===== src/tlrq_pkg.sv =====
// Shared types, constants and codes for the three-level ready queue.
`default_nettype none

package tlrq_pkg;

  localparam int QUEUE_DEPTH = 16;
  localparam int ID_BITS     = 16;
  localparam int IN_ID_W     = 16;
  localparam int KIND_W      = 3;
  localparam int PRIO_W      = 4;
  localparam int LVL_COUNT   = 3;
  localparam int ID_KEEP     = (ID_BITS < IN_ID_W) ? ID_BITS : IN_ID_W;
  localparam int CNT_W       = $clog2(QUEUE_DEPTH);

  typedef logic [ID_BITS-1:0] id_t;

  typedef enum logic [1:0] {
    OP_PUSH   = 2'd0,
    OP_POP    = 2'd1,
    OP_REMOVE = 2'd2,
    OP_CLEAR  = 2'd3
  } op_t;

  typedef enum logic [1:0] {
    ST_OK       = 2'd0,
    ST_EMPTY    = 2'd1,
    ST_FULL     = 2'd2,
    ST_NOTFOUND = 2'd3
  } status_t;

  localparam logic [1:0] LVL_SYS   = 2'd0;
  localparam logic [1:0] LVL_INTER = 2'd1;
  localparam logic [1:0] LVL_BACK  = 2'd2;
  localparam logic [1:0] LVL_NONE  = 2'd3;

  typedef enum logic [2:0] {
    CMD_HOLD,
    CMD_PUSH,
    CMD_POP,
    CMD_MARK,
    CMD_COMPACT,
    CMD_CLEAR
  } cell_cmd_t;

  typedef struct packed {
    id_t               id;
    logic [KIND_W-1:0] kind;
    logic [PRIO_W-1:0] prio;
  } entry_t;

  // Control from the sequencer to one queue row.
  typedef struct packed {
    cell_cmd_t cmd;
    entry_t    data;
    id_t       key;
  } row_ctl_t;

  // Status from one queue row back to the sequencer.
  typedef struct packed {
    entry_t head;
    logic   head_v;
    logic   full;
    logic   hit;
  } row_stat_t;

  function automatic id_t id_of(input logic [IN_ID_W-1:0] raw);
    return id_t'(raw[ID_KEEP-1:0]);
  endfunction

endpackage

`default_nettype wire


===== src/tlrq_in_if.sv =====
// Request channel of the ready queue: valid/ready handshake with the request fields.
`default_nettype none

interface tlrq_in_if;
  logic        valid;
  logic        ready;
  logic [1:0]  operation;
  logic [15:0] proc_id;
  logic [2:0]  proc_kind;
  logic [3:0]  prio;
  logic [1:0]  level;

  modport source (output valid, output operation, output proc_id, output proc_kind,
                  output prio, output level, input ready);
  modport sink   (input valid, input operation, input proc_id, input proc_kind,
                  input prio, input level, output ready);
endinterface

`default_nettype wire


===== src/tlrq_out_if.sv =====
// Result channel of the ready queue: valid/ready handshake with the result fields.
`default_nettype none

interface tlrq_out_if;
  logic        valid;
  logic        ready;
  logic [15:0] out_id;
  logic [2:0]  out_kind;
  logic [3:0]  out_prio;
  logic        found;
  logic [1:0]  status;
  logic [1:0]  level_used;
  logic        sys_empty;
  logic        inter_empty;
  logic        back_empty;
  logic        any_ready;

  modport source (output valid, output out_id, output out_kind, output out_prio,
                  output found, output status, output level_used, output sys_empty,
                  output inter_empty, output back_empty, output any_ready, input ready);
  modport sink   (input valid, input out_id, input out_kind, input out_prio,
                  input found, input status, input level_used, input sys_empty,
                  input inter_empty, input back_empty, input any_ready, output ready);
endinterface

`default_nettype wire


===== src/tlrq_cell.sv =====
// One queue slot: holds an entry and moves it toward the head on pop or compaction.
`default_nettype none

module tlrq_cell (
  input  wire logic               clk,
  input  wire logic               rst_n,
  input  wire tlrq_pkg::row_ctl_t ctl,
  input  wire logic               prev_v,
  input  wire logic               hole_in,
  input  wire logic               next_v,
  input  wire tlrq_pkg::entry_t   next_e,
  output tlrq_pkg::entry_t        e,
  output logic                    v,
  output logic                    hole_out,
  output logic                    hit
);
  import tlrq_pkg::*;

  entry_t e_r, e_nxt;
  logic   v_r, v_nxt;

  assign e        = e_r;
  assign v        = v_r;
  assign hit      = v_r && (e_r.id == ctl.key);
  // A hole at or ahead of this slot means everything from here back slides forward.
  assign hole_out = hole_in || !v_r;

  always_comb begin
    e_nxt = e_r;
    v_nxt = v_r;
    case (ctl.cmd)
      CMD_PUSH: begin
        if (!v_r && prev_v) begin
          e_nxt = ctl.data;
          v_nxt = 1'b1;
        end
      end
      CMD_POP: begin
        e_nxt = next_e;
        v_nxt = next_v;
      end
      CMD_MARK: begin
        if (hit) begin
          v_nxt = 1'b0;
        end
      end
      CMD_COMPACT: begin
        if (hole_out) begin
          e_nxt = next_e;
          v_nxt = next_v;
        end
      end
      CMD_CLEAR: begin
        v_nxt = 1'b0;
      end
      default: begin
      end
    endcase
  end

  always_ff @(posedge clk) begin
    if (!rst_n) begin
      v_r <= 1'b0;
    end else begin
      v_r <= v_nxt;
    end
  end

  always_ff @(posedge clk) begin
    e_r <= e_nxt;
  end

endmodule

`default_nettype wire


===== src/tlrq_row.sv =====
// One ready queue: a chain of slots with the head at slot zero.
`default_nettype none

module tlrq_row (
  input  wire logic               clk,
  input  wire logic               rst_n,
  input  wire tlrq_pkg::row_ctl_t ctl,
  output tlrq_pkg::row_stat_t     stat
);
  import tlrq_pkg::*;

  entry_t                 e_w   [QUEUE_DEPTH];
  logic [QUEUE_DEPTH-1:0] v_w;
  logic [QUEUE_DEPTH-1:0] hit_w;
  logic [QUEUE_DEPTH:0]   hole_w;

  assign hole_w[0] = 1'b0;

  for (genvar i = 0; i < QUEUE_DEPTH; i++) begin : g_cell
    logic   prev_v;
    logic   next_v;
    entry_t next_e;

    if (i == 0) begin : g_first
      assign prev_v = 1'b1;
    end else begin : g_mid
      assign prev_v = v_w[i-1];
    end

    if (i == QUEUE_DEPTH - 1) begin : g_last
      assign next_v = 1'b0;
      assign next_e = '0;
    end else begin : g_inner
      assign next_v = v_w[i+1];
      assign next_e = e_w[i+1];
    end

    tlrq_cell u_cell (
      .clk      (clk),
      .rst_n    (rst_n),
      .ctl      (ctl),
      .prev_v   (prev_v),
      .hole_in  (hole_w[i]),
      .next_v   (next_v),
      .next_e   (next_e),
      .e        (e_w[i]),
      .v        (v_w[i]),
      .hole_out (hole_w[i+1]),
      .hit      (hit_w[i])
    );
  end

  assign stat.head   = e_w[0];
  assign stat.head_v = v_w[0];
  // Outside a removal the slots are packed, so any free slot means room at the tail.
  assign stat.full   = !hole_w[QUEUE_DEPTH];
  assign stat.hit    = |hit_w;

  a_clear_empties: assert property (@(posedge clk) disable iff (!rst_n)
    (ctl.cmd == CMD_CLEAR) |=> !stat.head_v)
    else $error("queue row not empty after clear");

  a_push_lands: assert property (@(posedge clk) disable iff (!rst_n)
    (ctl.cmd == CMD_PUSH && !stat.full) |=> stat.head_v)
    else $error("push into a row with room left it empty");

  a_pop_last: assert property (@(posedge clk) disable iff (!rst_n)
    (ctl.cmd == CMD_POP && !v_w[1]) |=> !stat.head_v)
    else $error("pop of the only entry left the row occupied");

endmodule

`default_nettype wire


===== src/three_level_ready_queue.sv =====
// Three-level ready queue: system, interactive and background FIFOs.
//
// Requests arrive on in_req (valid/ready) and carry an operation: push, pop
// from a level, remove by id, or clear all. Every request gives exactly one
// result on out_res (valid/ready), which carries the popped entry, a status
// code, the level used by a push or pop and each queue's emptiness afterwards.
// Each queue is a chain of QUEUE_DEPTH slots; entries slide toward the head.
// Push, pop and clear finish in the cycle they are accepted; the result is
// then registered from the finish state. Remove by id drops matching slots
// in the accept cycle and then compacts the chains in the compact state,
// one hole per cycle, before the finish state registers its result.
// The block handles one request at a time; in_req.ready is high while the
// sequencer is idle, also while an earlier result still waits on out_res.
// If the receiver stalls, the finished result is held until the output
// register frees, and no new request is taken meanwhile.
// Reset (rst_n low, synchronous) empties all three queues and drops any
// pending result; no clearing pass is needed.
`default_nettype none

module three_level_ready_queue (
  input  wire logic clk,
  input  wire logic rst_n,
  tlrq_in_if.sink   in_req,
  tlrq_out_if.source out_res
);
  import tlrq_pkg::*;

  typedef enum logic [1:0] {
    S_IDLE,
    S_COMPACT,
    S_FINISH
  } state_t;

  state_t     state_r;
  logic [CNT_W-1:0] cnt_r;

  row_ctl_t   ctl_w  [LVL_COUNT];
  row_stat_t  stat_w [LVL_COUNT];

  // Fields settled at acceptance, waiting for the queue flags.
  logic [15:0]       p_id_r;
  logic [KIND_W-1:0] p_kind_r;
  logic [PRIO_W-1:0] p_prio_r;
  logic              p_found_r;
  status_t           p_status_r;
  logic [1:0]        p_level_r;

  logic [15:0]       p_id_nxt;
  logic [KIND_W-1:0] p_kind_nxt;
  logic [PRIO_W-1:0] p_prio_nxt;
  logic              p_found_nxt;
  status_t           p_status_nxt;
  logic [1:0]        p_level_nxt;

  logic [15:0]       o_id_r;
  logic [KIND_W-1:0] o_kind_r;
  logic [PRIO_W-1:0] o_prio_r;
  logic              o_found_r;
  status_t           o_status_r;
  logic [1:0]        o_level_r;
  logic              o_sys_e_r;
  logic              o_inter_e_r;
  logic              o_back_e_r;
  logic              o_any_r;
  logic              o_valid_r;

  logic       accept;
  op_t        op;
  entry_t     req_e;
  logic [1:0] push_lvl;
  logic       any_hit;
  logic       out_free;

  assign op       = op_t'(in_req.operation);
  assign accept   = in_req.valid && in_req.ready;
  assign out_free = !o_valid_r || out_res.ready;

  assign req_e.id   = id_of(in_req.proc_id);
  assign req_e.kind = in_req.proc_kind;
  assign req_e.prio = in_req.prio;

  assign push_lvl = (in_req.prio <= 4'd1) ? LVL_SYS :
                    (in_req.prio == 4'd2) ? LVL_INTER : LVL_BACK;
  assign any_hit  = stat_w[0].hit || stat_w[1].hit || stat_w[2].hit;

  assign in_req.ready = (state_r == S_IDLE);

  always_comb begin
    for (int k = 0; k < LVL_COUNT; k++) begin
      ctl_w[k].cmd  = CMD_HOLD;
      ctl_w[k].data = req_e;
      ctl_w[k].key  = req_e.id;
    end
    if (state_r == S_COMPACT) begin
      for (int k = 0; k < LVL_COUNT; k++) begin
        ctl_w[k].cmd = CMD_COMPACT;
      end
    end else if (accept) begin
      case (op)
        OP_PUSH: begin
          for (int k = 0; k < LVL_COUNT; k++) begin
            if (push_lvl == 2'(k) && !stat_w[k].full) begin
              ctl_w[k].cmd = CMD_PUSH;
            end
          end
        end
        OP_POP: begin
          for (int k = 0; k < LVL_COUNT; k++) begin
            if (in_req.level == 2'(k) && stat_w[k].head_v) begin
              ctl_w[k].cmd = CMD_POP;
            end
          end
        end
        OP_REMOVE: begin
          for (int k = 0; k < LVL_COUNT; k++) begin
            ctl_w[k].cmd = CMD_MARK;
          end
        end
        OP_CLEAR: begin
          for (int k = 0; k < LVL_COUNT; k++) begin
            ctl_w[k].cmd = CMD_CLEAR;
          end
        end
        default: begin
        end
      endcase
    end
  end

  always_comb begin
    p_id_nxt     = '0;
    p_kind_nxt   = '0;
    p_prio_nxt   = '0;
    p_found_nxt  = 1'b0;
    p_status_nxt = ST_OK;
    p_level_nxt  = LVL_SYS;
    case (op)
      OP_PUSH: begin
        p_level_nxt = push_lvl;
        if ((push_lvl == LVL_SYS && stat_w[0].full) ||
            (push_lvl == LVL_INTER && stat_w[1].full) ||
            (push_lvl == LVL_BACK && stat_w[2].full)) begin
          p_status_nxt = ST_FULL;
        end
      end
      OP_POP: begin
        p_level_nxt  = in_req.level;
        p_status_nxt = ST_EMPTY;
        for (int k = 0; k < LVL_COUNT; k++) begin
          if (in_req.level == 2'(k) && stat_w[k].head_v) begin
            p_status_nxt = ST_OK;
            p_id_nxt     = 16'(stat_w[k].head.id);
            p_kind_nxt   = stat_w[k].head.kind;
            p_prio_nxt   = stat_w[k].head.prio;
          end
        end
      end
      OP_REMOVE: begin
        p_found_nxt  = any_hit;
        p_status_nxt = any_hit ? ST_OK : ST_NOTFOUND;
      end
      OP_CLEAR: begin
      end
      default: begin
      end
    endcase
  end

  for (genvar k = 0; k < LVL_COUNT; k++) begin : g_row
    tlrq_row u_row (
      .clk   (clk),
      .rst_n (rst_n),
      .ctl   (ctl_w[k]),
      .stat  (stat_w[k])
    );
  end

  always_ff @(posedge clk) begin
    if (!rst_n) begin
      state_r   <= S_IDLE;
      cnt_r     <= '0;
      o_valid_r <= 1'b0;
    end else begin
      // In the finish state the output register is reloaded instead.
      if (o_valid_r && out_res.ready && state_r != S_FINISH) begin
        o_valid_r <= 1'b0;
      end
      case (state_r)
        S_IDLE: begin
          if (accept) begin
            p_id_r     <= p_id_nxt;
            p_kind_r   <= p_kind_nxt;
            p_prio_r   <= p_prio_nxt;
            p_found_r  <= p_found_nxt;
            p_status_r <= p_status_nxt;
            p_level_r  <= p_level_nxt;
            cnt_r      <= '0;
            state_r    <= (op == OP_REMOVE) ? S_COMPACT : S_FINISH;
          end
        end
        S_COMPACT: begin
          cnt_r <= cnt_r + 1'b1;
          if (cnt_r == CNT_W'(QUEUE_DEPTH - 1)) begin
            state_r <= S_FINISH;
          end
        end
        S_FINISH: begin
          if (out_free) begin
            o_valid_r   <= 1'b1;
            o_id_r      <= p_id_r;
            o_kind_r    <= p_kind_r;
            o_prio_r    <= p_prio_r;
            o_found_r   <= p_found_r;
            o_status_r  <= p_status_r;
            o_level_r   <= p_level_r;
            o_sys_e_r   <= !stat_w[0].head_v;
            o_inter_e_r <= !stat_w[1].head_v;
            o_back_e_r  <= !stat_w[2].head_v;
            o_any_r     <= stat_w[0].head_v || stat_w[1].head_v || stat_w[2].head_v;
            state_r     <= S_IDLE;
          end
        end
        default: begin
          state_r <= S_IDLE;
        end
      endcase
    end
  end

  assign out_res.valid       = o_valid_r;
  assign out_res.out_id      = o_id_r;
  assign out_res.out_kind    = o_kind_r;
  assign out_res.out_prio    = o_prio_r;
  assign out_res.found       = o_found_r;
  assign out_res.status      = o_status_r;
  assign out_res.level_used  = o_level_r;
  assign out_res.sys_empty   = o_sys_e_r;
  assign out_res.inter_empty = o_inter_e_r;
  assign out_res.back_empty  = o_back_e_r;
  assign out_res.any_ready   = o_any_r;

  a_remove_compacts: assert property (@(posedge clk) disable iff (!rst_n)
    (accept && op == OP_REMOVE) |=> (state_r == S_COMPACT))
    else $error("remove request did not start compaction");

  a_short_op_finishes: assert property (@(posedge clk) disable iff (!rst_n)
    (accept && op != OP_REMOVE) |=> (state_r == S_FINISH))
    else $error("short request did not go straight to finish");

  a_any_ready_flags: assert property (@(posedge clk) disable iff (!rst_n)
    o_valid_r |-> (o_any_r == !(o_sys_e_r && o_inter_e_r && o_back_e_r)))
    else $error("any_ready disagrees with the per-queue empty flags");

  a_empty_pop_zero: assert property (@(posedge clk) disable iff (!rst_n)
    (o_valid_r && o_status_r != ST_OK) |-> (o_id_r == 16'd0))
    else $error("failed request returned a nonzero id");

endmodule

`default_nettype wire

===== src/flat_wrapper.sv =====
// flat-port wrapper written by rule: the top's interface ports become plain ports
module three_level_ready_queue_flat import tlrq_pkg::*;
  (clk, rst_n, in_req_valid, in_req_operation, in_req_proc_id, in_req_proc_kind, in_req_prio, in_req_level, in_req_ready, out_res_valid, out_res_out_id, out_res_out_kind, out_res_out_prio, out_res_found, out_res_status, out_res_level_used, out_res_sys_empty, out_res_inter_empty, out_res_back_empty, out_res_any_ready, out_res_ready);
  tlrq_in_if in_req_i ();
  tlrq_out_if out_res_i ();
  input  wire logic clk;
  input  wire logic rst_n;
  input wire logic [$bits(in_req_i.valid)-1:0] in_req_valid;
  input wire logic [$bits(in_req_i.operation)-1:0] in_req_operation;
  input wire logic [$bits(in_req_i.proc_id)-1:0] in_req_proc_id;
  input wire logic [$bits(in_req_i.proc_kind)-1:0] in_req_proc_kind;
  input wire logic [$bits(in_req_i.prio)-1:0] in_req_prio;
  input wire logic [$bits(in_req_i.level)-1:0] in_req_level;
  output wire logic [$bits(in_req_i.ready)-1:0] in_req_ready;
  output wire logic [$bits(out_res_i.valid)-1:0] out_res_valid;
  output wire logic [$bits(out_res_i.out_id)-1:0] out_res_out_id;
  output wire logic [$bits(out_res_i.out_kind)-1:0] out_res_out_kind;
  output wire logic [$bits(out_res_i.out_prio)-1:0] out_res_out_prio;
  output wire logic [$bits(out_res_i.found)-1:0] out_res_found;
  output wire logic [$bits(out_res_i.status)-1:0] out_res_status;
  output wire logic [$bits(out_res_i.level_used)-1:0] out_res_level_used;
  output wire logic [$bits(out_res_i.sys_empty)-1:0] out_res_sys_empty;
  output wire logic [$bits(out_res_i.inter_empty)-1:0] out_res_inter_empty;
  output wire logic [$bits(out_res_i.back_empty)-1:0] out_res_back_empty;
  output wire logic [$bits(out_res_i.any_ready)-1:0] out_res_any_ready;
  input wire logic [$bits(out_res_i.ready)-1:0] out_res_ready;
  assign in_req_i.valid = in_req_valid;
  assign in_req_i.operation = in_req_operation;
  assign in_req_i.proc_id = in_req_proc_id;
  assign in_req_i.proc_kind = in_req_proc_kind;
  assign in_req_i.prio = in_req_prio;
  assign in_req_i.level = in_req_level;
  assign in_req_ready = in_req_i.ready;
  assign out_res_valid = out_res_i.valid;
  assign out_res_out_id = out_res_i.out_id;
  assign out_res_out_kind = out_res_i.out_kind;
  assign out_res_out_prio = out_res_i.out_prio;
  assign out_res_found = out_res_i.found;
  assign out_res_status = out_res_i.status;
  assign out_res_level_used = out_res_i.level_used;
  assign out_res_sys_empty = out_res_i.sys_empty;
  assign out_res_inter_empty = out_res_i.inter_empty;
  assign out_res_back_empty = out_res_i.back_empty;
  assign out_res_any_ready = out_res_i.any_ready;
  assign out_res_i.ready = out_res_ready;
  three_level_ready_queue u_core (.clk(clk), .rst_n(rst_n), .in_req(in_req_i), .out_res(out_res_i));
endmodule

===== config.mk =====
export PLATFORM = sky130hd
export DESIGN_NAME = three_level_ready_queue_flat
export DESIGN_NICKNAME = d
export VERILOG_FILES = /design/src/tlrq_pkg.sv /design/src/tlrq_in_if.sv /design/src/tlrq_out_if.sv /design/src/tlrq_cell.sv /design/src/tlrq_row.sv /design/src/three_level_ready_queue.sv /design/src/flat_wrapper.sv
export SDC_FILE = /design/constraint.sdc
export NUM_CORES = 2
export LEC_CHECK = 0
export ABC_AREA = 1
export BUFFER_PORTS_ARGS = -buffer_cell sky130_fd_sc_hd__buf_2
export CORE_MARGIN = 1.5
export CORE_UTILIZATION = 35
export CTS_CLUSTER_DIAMETER = 30
export CTS_CLUSTER_SIZE = 28
export DETAILED_ROUTE_END_ITERATION = 16
export PLACE_DENSITY_LB_ADDON = 0.25
export SLEW_MARGIN = 10
export SYNTH_ARGS = -nofsm -noshare
export SYNTH_HDL_FRONTEND = slang
export SYNTH_SLANG_ARGS = --single-unit

===== constraint.sdc =====
create_clock -name clk -period 5.5 [get_ports clk]
set_input_delay 0.275 -clock clk [delete_from_list [all_inputs] [get_ports clk]]
set_output_delay 0.275 -clock clk [all_outputs]
set_load 0.05 [all_outputs]

Word level (Yosys, flattened, before mapping)
Index checks and enable logic that the tools add are counted.
{"block": "classes", "magnitude_cmp": 1, "n_mul": 0, "n_shift": 0, "n_reduce_logical": 329, "n_eq_ne": 222, "n_mux": 376, "n_addsub": 1, "n_div": 0, "n_bitwise": 0}
{"operator": "23-bit case mux with 3 select lines", "count": 48}
{"operator": "23-bit 2-to-1 mux", "count": 96}
{"operator": "16-bit equality test", "count": 48}
{"operator": "2-bit by 1-bit != test with 1-bit output (second input constant)", "count": 139}
{"operator": "1-bit case mux with 5 select lines", "count": 45}
{"operator": "4-bit AND reduction", "count": 45}
{"operator": "3-bit AND reduction", "count": 51}
{"operator": "1-bit 2-to-1 mux", "count": 150}
{"operator": "1-bit logical AND", "count": 105}
{"operator": "1-bit zero test", "count": 52}
{"operator": "1-bit logical OR", "count": 52}
{"operator": "16-bit 2-to-1 mux", "count": 3}
{"operator": "16-bit OR reduction", "count": 3}
{"operator": "3-bit case mux with 4 select lines", "count": 3}
{"operator": "3-bit 2-to-1 mux", "count": 9}
{"operator": "2-bit 2-to-1 mux", "count": 11}
{"operator": "3-bit by 2-bit equality test with 1-bit output (second input constant)", "count": 6}
{"operator": "3-bit equality test (second input constant)", "count": 6}
{"operator": "2-bit != test (second input constant)", "count": 9}
{"operator": "4-bit 2-to-1 mux", "count": 4}
{"operator": "5-bit nonzero test", "count": 3}
{"operator": "1-bit case mux with 4 select lines", "count": 3}
{"operator": "2-bit case mux with 3 select lines", "count": 2}
{"operator": "4-bit nonzero test", "count": 3}
{"operator": "14 further kinds", "count": 33}
{"block": "totals", "wordCells": 1140, "ram_bits": 0, "latch_bits": 0, "mem_count": 0, "ff_bits": 1219, "input_bits": 31, "romBits": 0}

Depth between registers and ports, before layout
{"block": "depth", "ltp_word": 25, "depth_mapped": 19}

Hierarchy
Synthesis repeated with hierarchy kept, for this count alone.
{"block": "hier_totals", "hier_cells": 11400, "area_unflattened_um2": 80912.6}
{"module": "tlrq_cell at u_core.g_row[0].u_row.g_cell[0].u_cell ...", "area_each_um2": 1612.8, "seq_area_each_um2": 710.7, "cells_per_inst": 230, "n_inst": 47}
{"module": "three_level_ready_queue", "area_each_um2": 3248.1, "seq_area_each_um2": 1941.9, "cells_per_inst": 348, "n_inst": 1}
{"module": "tlrq_cell at u_core.g_row[0].u_row.g_cell[11].u_cell", "area_each_um2": 1637.8, "seq_area_each_um2": 710.7, "cells_per_inst": 185, "n_inst": 1}
{"module": "tlrq_row", "area_each_um2": 75.1, "seq_area_each_um2": 0.0, "cells_per_inst": 19, "n_inst": 3}

Least setup slack after synthesis
No wires, ideal clock.
{"block": "synth_path", "path_kind": "register -> register", "startpoint": "register u_core.state_r[1]", "endpoint": "register u_core.g_row[0].u_row.g_cell[14].u_cell.e_r, in the netlist u_core.g_row[0].u_row.g_cell[14].u_cell.e[0], enable pin", "required_ps": 5063, "stages_incl_launch_ff": 13, "arrival_time_ps": 4142, "slack_ps": 921, "setup_ps": 437, "cell_sequence": "dfxtp_1 nor2_1 inv_1 nor2_2 inv_1 o31ai_1 inv_1 nand2_1 nand2_2 buf_6 nand2_1 inv_1 nor3b_1"}
{"block": "synth_between", "elab_chain_len": 7, "word_cells_on_any_way": 12, "cone_classes": "6 x eq/ne; 2 x mux; 4 x reduce/logical"}
{"item": "start, declared", "line_no": "three_level_ready_queue.sv:34", "source": "state_t state_r;"}
{"item": "start signal, assigned", "line_no": "three_level_ready_queue.sv:198", "source": "state_r <= (op == OP_REMOVE) ? S_COMPACT : S_FINISH;"}
{"item": "2-bit zero test *", "line_no": "three_level_ready_queue.sv:86", "source": "assign in_req.ready = (state_r == S_IDLE);"}
{"item": "net in_req_ready", "line_no": "flat_wrapper.sv:14", "source": "output wire logic [$bits(in_req_i.ready)-1:0] in_req_ready;"}
{"item": "1-bit logical AND *", "line_no": "three_level_ready_queue.sv:75", "source": "assign accept = in_req.valid && in_req.ready;"}
{"item": "3-bit 2-to-1 mux *", "line_no": "three_level_ready_queue.sv:98", "source": "end else if (accept) begin"}
{"item": "3-bit 2-to-1 mux *", "line_no": "three_level_ready_queue.sv:94", "source": "if (state_r == S_COMPACT) begin"}
{"item": "3-bit equality test (tied with other cells)", "line_no": "tlrq_cell.sv:31", "source": "case (ctl.cmd)"}
{"item": "2-bit by 1-bit != test with 1-bit output (no source line) or 3-bit nonzero test (tied branches)"}
{"item": "3-bit AND reduction (no source line) *"}
{"item": "end signal, assigned", "line_no": "tlrq_cell.sv:70", "source": "e_r <= e_nxt;"}
{"item": "end, declared", "line_no": "tlrq_cell.sv:19", "source": "entry_t e_r, e_nxt;"}
The timed path passes the listed nets; every way through them passes the cells marked *.
A chain may end at the register's enable or synchronous reset.

Final worst setup path
{"block": "layout_path", "startpoint": "register u_core.g_row[1].u_row.g_cell[0].u_cell.v_r", "endpoint": "register u_core.g_row[1].u_row.g_cell[4].u_cell.e_r, in the netlist u_core.g_row[1].u_row.g_cell[4].u_cell.e[4], enable pin"}
{"block": "layout_between", "elab_chain_len": 24, "word_cells_on_any_way": 30, "cone_classes": "5 x eq/ne; 5 x mux; 20 x reduce/logical"}
{"item": "start, declared", "line_no": "tlrq_cell.sv:20", "source": "logic v_r, v_nxt;"}
{"item": "start signal, assigned", "line_no": "tlrq_cell.sv:65", "source": "v_r <= v_nxt;"}
{"item": "1-bit zero test *", "line_no": "tlrq_cell.sv:26", "source": "assign hole_out = hole_in || !v_r;"}
{"item": "net u_core.g_row[1].u_row.g_cell[0].u_cell.hole_out", "line_no": "tlrq_cell.sv:14", "source": "output logic hole_out,"}
{"item": "1-bit logical OR * (4 in a row)", "line_no": "tlrq_cell.sv:26"}
{"item": "1-bit logical OR (11 in a row)", "line_no": "tlrq_cell.sv:26"}
{"item": "1-bit logical AND", "line_no": "three_level_ready_queue.sv:102", "source": "if (push_lvl == 2'(k) && !stat_w[k].full) begin"}
{"item": "1-bit 2-to-1 mux", "line_no": "three_level_ready_queue.sv:102"}
{"item": "3-bit case mux with 4 select lines", "line_no": "three_level_ready_queue.sv:99", "source": "case (op)"}
{"item": "3-bit 2-to-1 mux", "line_no": "three_level_ready_queue.sv:98"}
{"item": "3-bit 2-to-1 mux", "line_no": "three_level_ready_queue.sv:94"}
{"item": "3-bit equality test (tied with other cells)", "line_no": "tlrq_cell.sv:31"}
{"item": "2-bit by 1-bit != test with 1-bit output (no source line) or 3-bit nonzero test (tied branches)"}
{"item": "3-bit AND reduction (no source line) *"}
{"item": "end signal, assigned", "line_no": "tlrq_cell.sv:70"}
{"item": "end, declared", "line_no": "tlrq_cell.sv:19"}
Marks and branches as above.

==> flow_summary.toml <==
[outcome]
status = "finished clean"

[synthesis]
synth_top_area_share = 0.590
synth-simple-area-share = 0.188
ys_seq_area_frac = 0.608
async_reset_ff_frac = 0
syn_area_per_cell_um2 = 9.63
netlist_instances = 6153
ys_warn_count = 0
ys_types = 48
yosys_register_bits = 1219
netlist_area_um2 = 59300
synthMuxAreaShare = 0
ys.flop_type = "edfxtp_1"
synth_area_leaders = "edfxtp_1, nand2_1, inv_1, o21ai_0, xor2_1"
synth-compound-area-share = 0.0955
syn_nets = 6185
yosysTopAreaCell = "edfxtp_1"
synthAdderAreaFrac = 0.000211
synth_top_family_by_area = "simple AND/OR/NAND/NOR gates"
synth_edf_count = 1164
synth_xor_area_frac = 0.0394

[clock_network]
h-tree-depth = 5
ctsHoldBuffers = 13
clkLatencyLatePin_ns = 0.91
clock-sinks = 1219
cts_buffers = 310
post_cts_buffers = 0
cts_resized = 0
cts_buffer_depth = 4
clk_pin_slew_worst_paths_ns = 0.04
cts_root_buf = "clkbuf_16"
cts_tree = "yes"

[floorplanning]
std_cell_rows = 150
core-area_um2 = 168000
ios = 65
fp.dieArea_um2 = 172000
die_y_um = 415
die_x_um = 415
start_util = 0.354

[routing]
drtAntennaViolNets = 0
routedWlPerCell_um = 24.4
vias = 47933
vias_per_cell = 5.50
drc = 0
firstDrtPassIters = 7
routed_wl_mm = 213
first_iter_violations = 5933

[setup_path]
worstPathRequired_ns = 6.00
criticalPathCategory = "reg -> reg"
endpoint_kind = "flop"
arrival_ns = 4.91
critPathLaunchType = "flop"
critPathMaxFanout = 28

[timing]
drv_slew = 0
tightest_slew_ns = 1.29
hold_viol_final = 0
max_clock_freq_mhz = 227
setup_violations = 0
skew_ns = 0.0747
fin_setup_tns_ns = 0
timing.final.crit_share = 0.801
max_slew_margin = 0.142
rsz0062_at_grt = "false"
period_minus_slack_ns = 4.40

[global_routing]
grt_pass1_vias = 46571
grt_pass1_wl_mm = 311
gr-total-overflow = 0
antenna_found_initial = 9
grt_start_max_net_pins = 218
grtUsageTotal = 0.242

[power_and_ir_drop]
power.total_mw = 33.7
leakagePower_nw = 28.8
power.density_nw_per_um2 = 467
peakVddDrop_mv = 0.343

[place]
port_buffers = 64
gp_congestion = 0.964
dpl.hpwl_mm = 139

[run]
cap_violations = 0

[final_layout]
drive_gt1_frac = 0.117
mostFrequentLayoutCells = "nand2_1, edfxtp_1, inv_1, o21ai_0, clkbuf_16"
nFillCells = 15893
syn_to_final_growth_pct = 21.5
nets = 6320
final_common_cell = "nand2_1"

[hold_path]
hold_path_class = "in -> reg"
## synthesized netlist by cell type (all sizes together), types with 2 or more instances
master	instances
a2111oi	4
a211oi	16
a21oi	81
a221o	12
a221oi	28
and3	4
buf	170
clkbuf	209
clkinv	4
dfxtp	55
edfxtp	1164
inv	618
nand2	1965
nand3	101
nand3b	19
nand4	139
nor2	352
nor3	70
nor3b	3
nor4	57
o2111a	5
o2111ai	44
o211ai	39
o21a	2
o21ai	435
o21bai	10
o221ai	16
o22ai	250
or2	6
or4	2
xnor2	81
xor2	186
## critical path: stages (launching register included)
cell	delay, ns
dfxtp_1	0.36
inv_1	0.19
nor3_2	0.07
buf_4	0.20
inv_1	0.21
nor2_1	0.07
o21ai_1	0.68
nand2_1	0.27
inv_2	0.45
nand3_2	0.20
nand2_1	0.14
inv_2	0.21
nor2_2	0.95
## per-stage QoR
| stage | worst slack, ns | instances | area [um2] | utilization | hold slack (ns) |
|---|---|---|---|---|---|
| floorplan | 0.921 | 6153 | 59300 | - | 0.400 |
| global placement | 1.25 | 8166 | 61900 | 0.369 | 0.404 |
| detailed placement | 1.16 | 8166 | 61900 | 0.369 | 0.408 |
| CTS | 1.16 | 8720 | 72000 | 0.430 | 0.00514 |
| global route | 0.779 | 8722 | 72100 | 0.430 | 0.0547 |
| finish | 1.10 | 8722 | 72100 | 0.430 | 0.0537 |
## power breakdown
group | internal, mW | total, mW | leakage, nW | switching [mW]
logic | 0.975 | 3.82 | 12.5 | 2.85
clock network | 12.1 | 17.5 | 4.91 | 5.40
registers | 11.7 | 12.4 | 11.4 | 0.690
## final cells by class
class                   count  area, um2  area share
well taps                2204       2760      0.0383
clock buffers             356       8080       0.112
diodes                      1       2.50   0.0000347
multi-input cells        3933      19400       0.269
repair buffers            202       1530      0.0212
flip-flops and latches   1219      36100       0.500
inverters                 622       2340      0.0325
clock inverters           185       1920      0.0266
## layer usage
layer  track usage  vias to the layer above  wire, um
li1              -                    21332         -
met1         0.327                    23372     88100
met2         0.373                     2753     95100
met3        0.0540                      476     21600
met4         0.102                        0      8370
met5             0                        -         0
## final timing paths
check	start	endpoint	slack, ns	depth (start not counted)
setup / recovery	u_core.g_row[1].u_row.g_cell[0].u_cell.v$_SDFFE_PN0P_	u_core.g_row[1].u_row.g_cell[4].u_cell.e[4]$_DFFE_PP_	1.10	12
hold / removal	in_req_prio[2]	u_core.g_row[0].u_row.g_cell[0].u_cell.e[2]$_DFFE_PP_	0.05	3
setup reg to reg	u_core.g_row[1].u_row.g_cell[0].u_cell.v$_SDFFE_PN0P_	u_core.g_row[1].u_row.g_cell[4].u_cell.e[4]$_DFFE_PP_	1.10	12
hold reg to reg	u_core.p_id_r[10]$_SDFFCE_PN0P_	u_core.out_res.out_id[10]$_DFFE_PP_	0.42	0
## registers in the layout, summed over array words and instances (netlist names), 2 cells and up
| register | flops |
|---|---|
| u_core.out_res.out_prio | 4 |
| u_core.p_prio_r | 4 |
| u_core.out_res.level_used | 2 |
| u_core.out_res.out_kind | 3 |
| u_core.p_level_r | 2 |
| u_core.g_row.u_row.g_cell.u_cell.e | 1104 |
| u_core.p_status_r | 2 |
| u_core.cnt_r | 4 |
| u_core.p_id_r | 16 |
| u_core.g_row.u_row.g_cell.u_cell.v | 48 |
| u_core.state_r | 2 |
| u_core.out_res.out_id | 16 |
| u_core.out_res.status | 2 |
| u_core.p_kind_r | 3 |
## cell families (layout without fill, tap and decap cells)
group	Yosys count	count (layout)
AO/OA/AOI/OAI	946	946
flip-flops	1219	1219
buffers and inverters	1001	1365
other	0	1
AND/OR/NAND/NOR	2719	2719
XOR/XNOR	267	267
adder cells (fa/ha/maj)	1	1
Note: power is estimated with default switching activity, not from simulation.
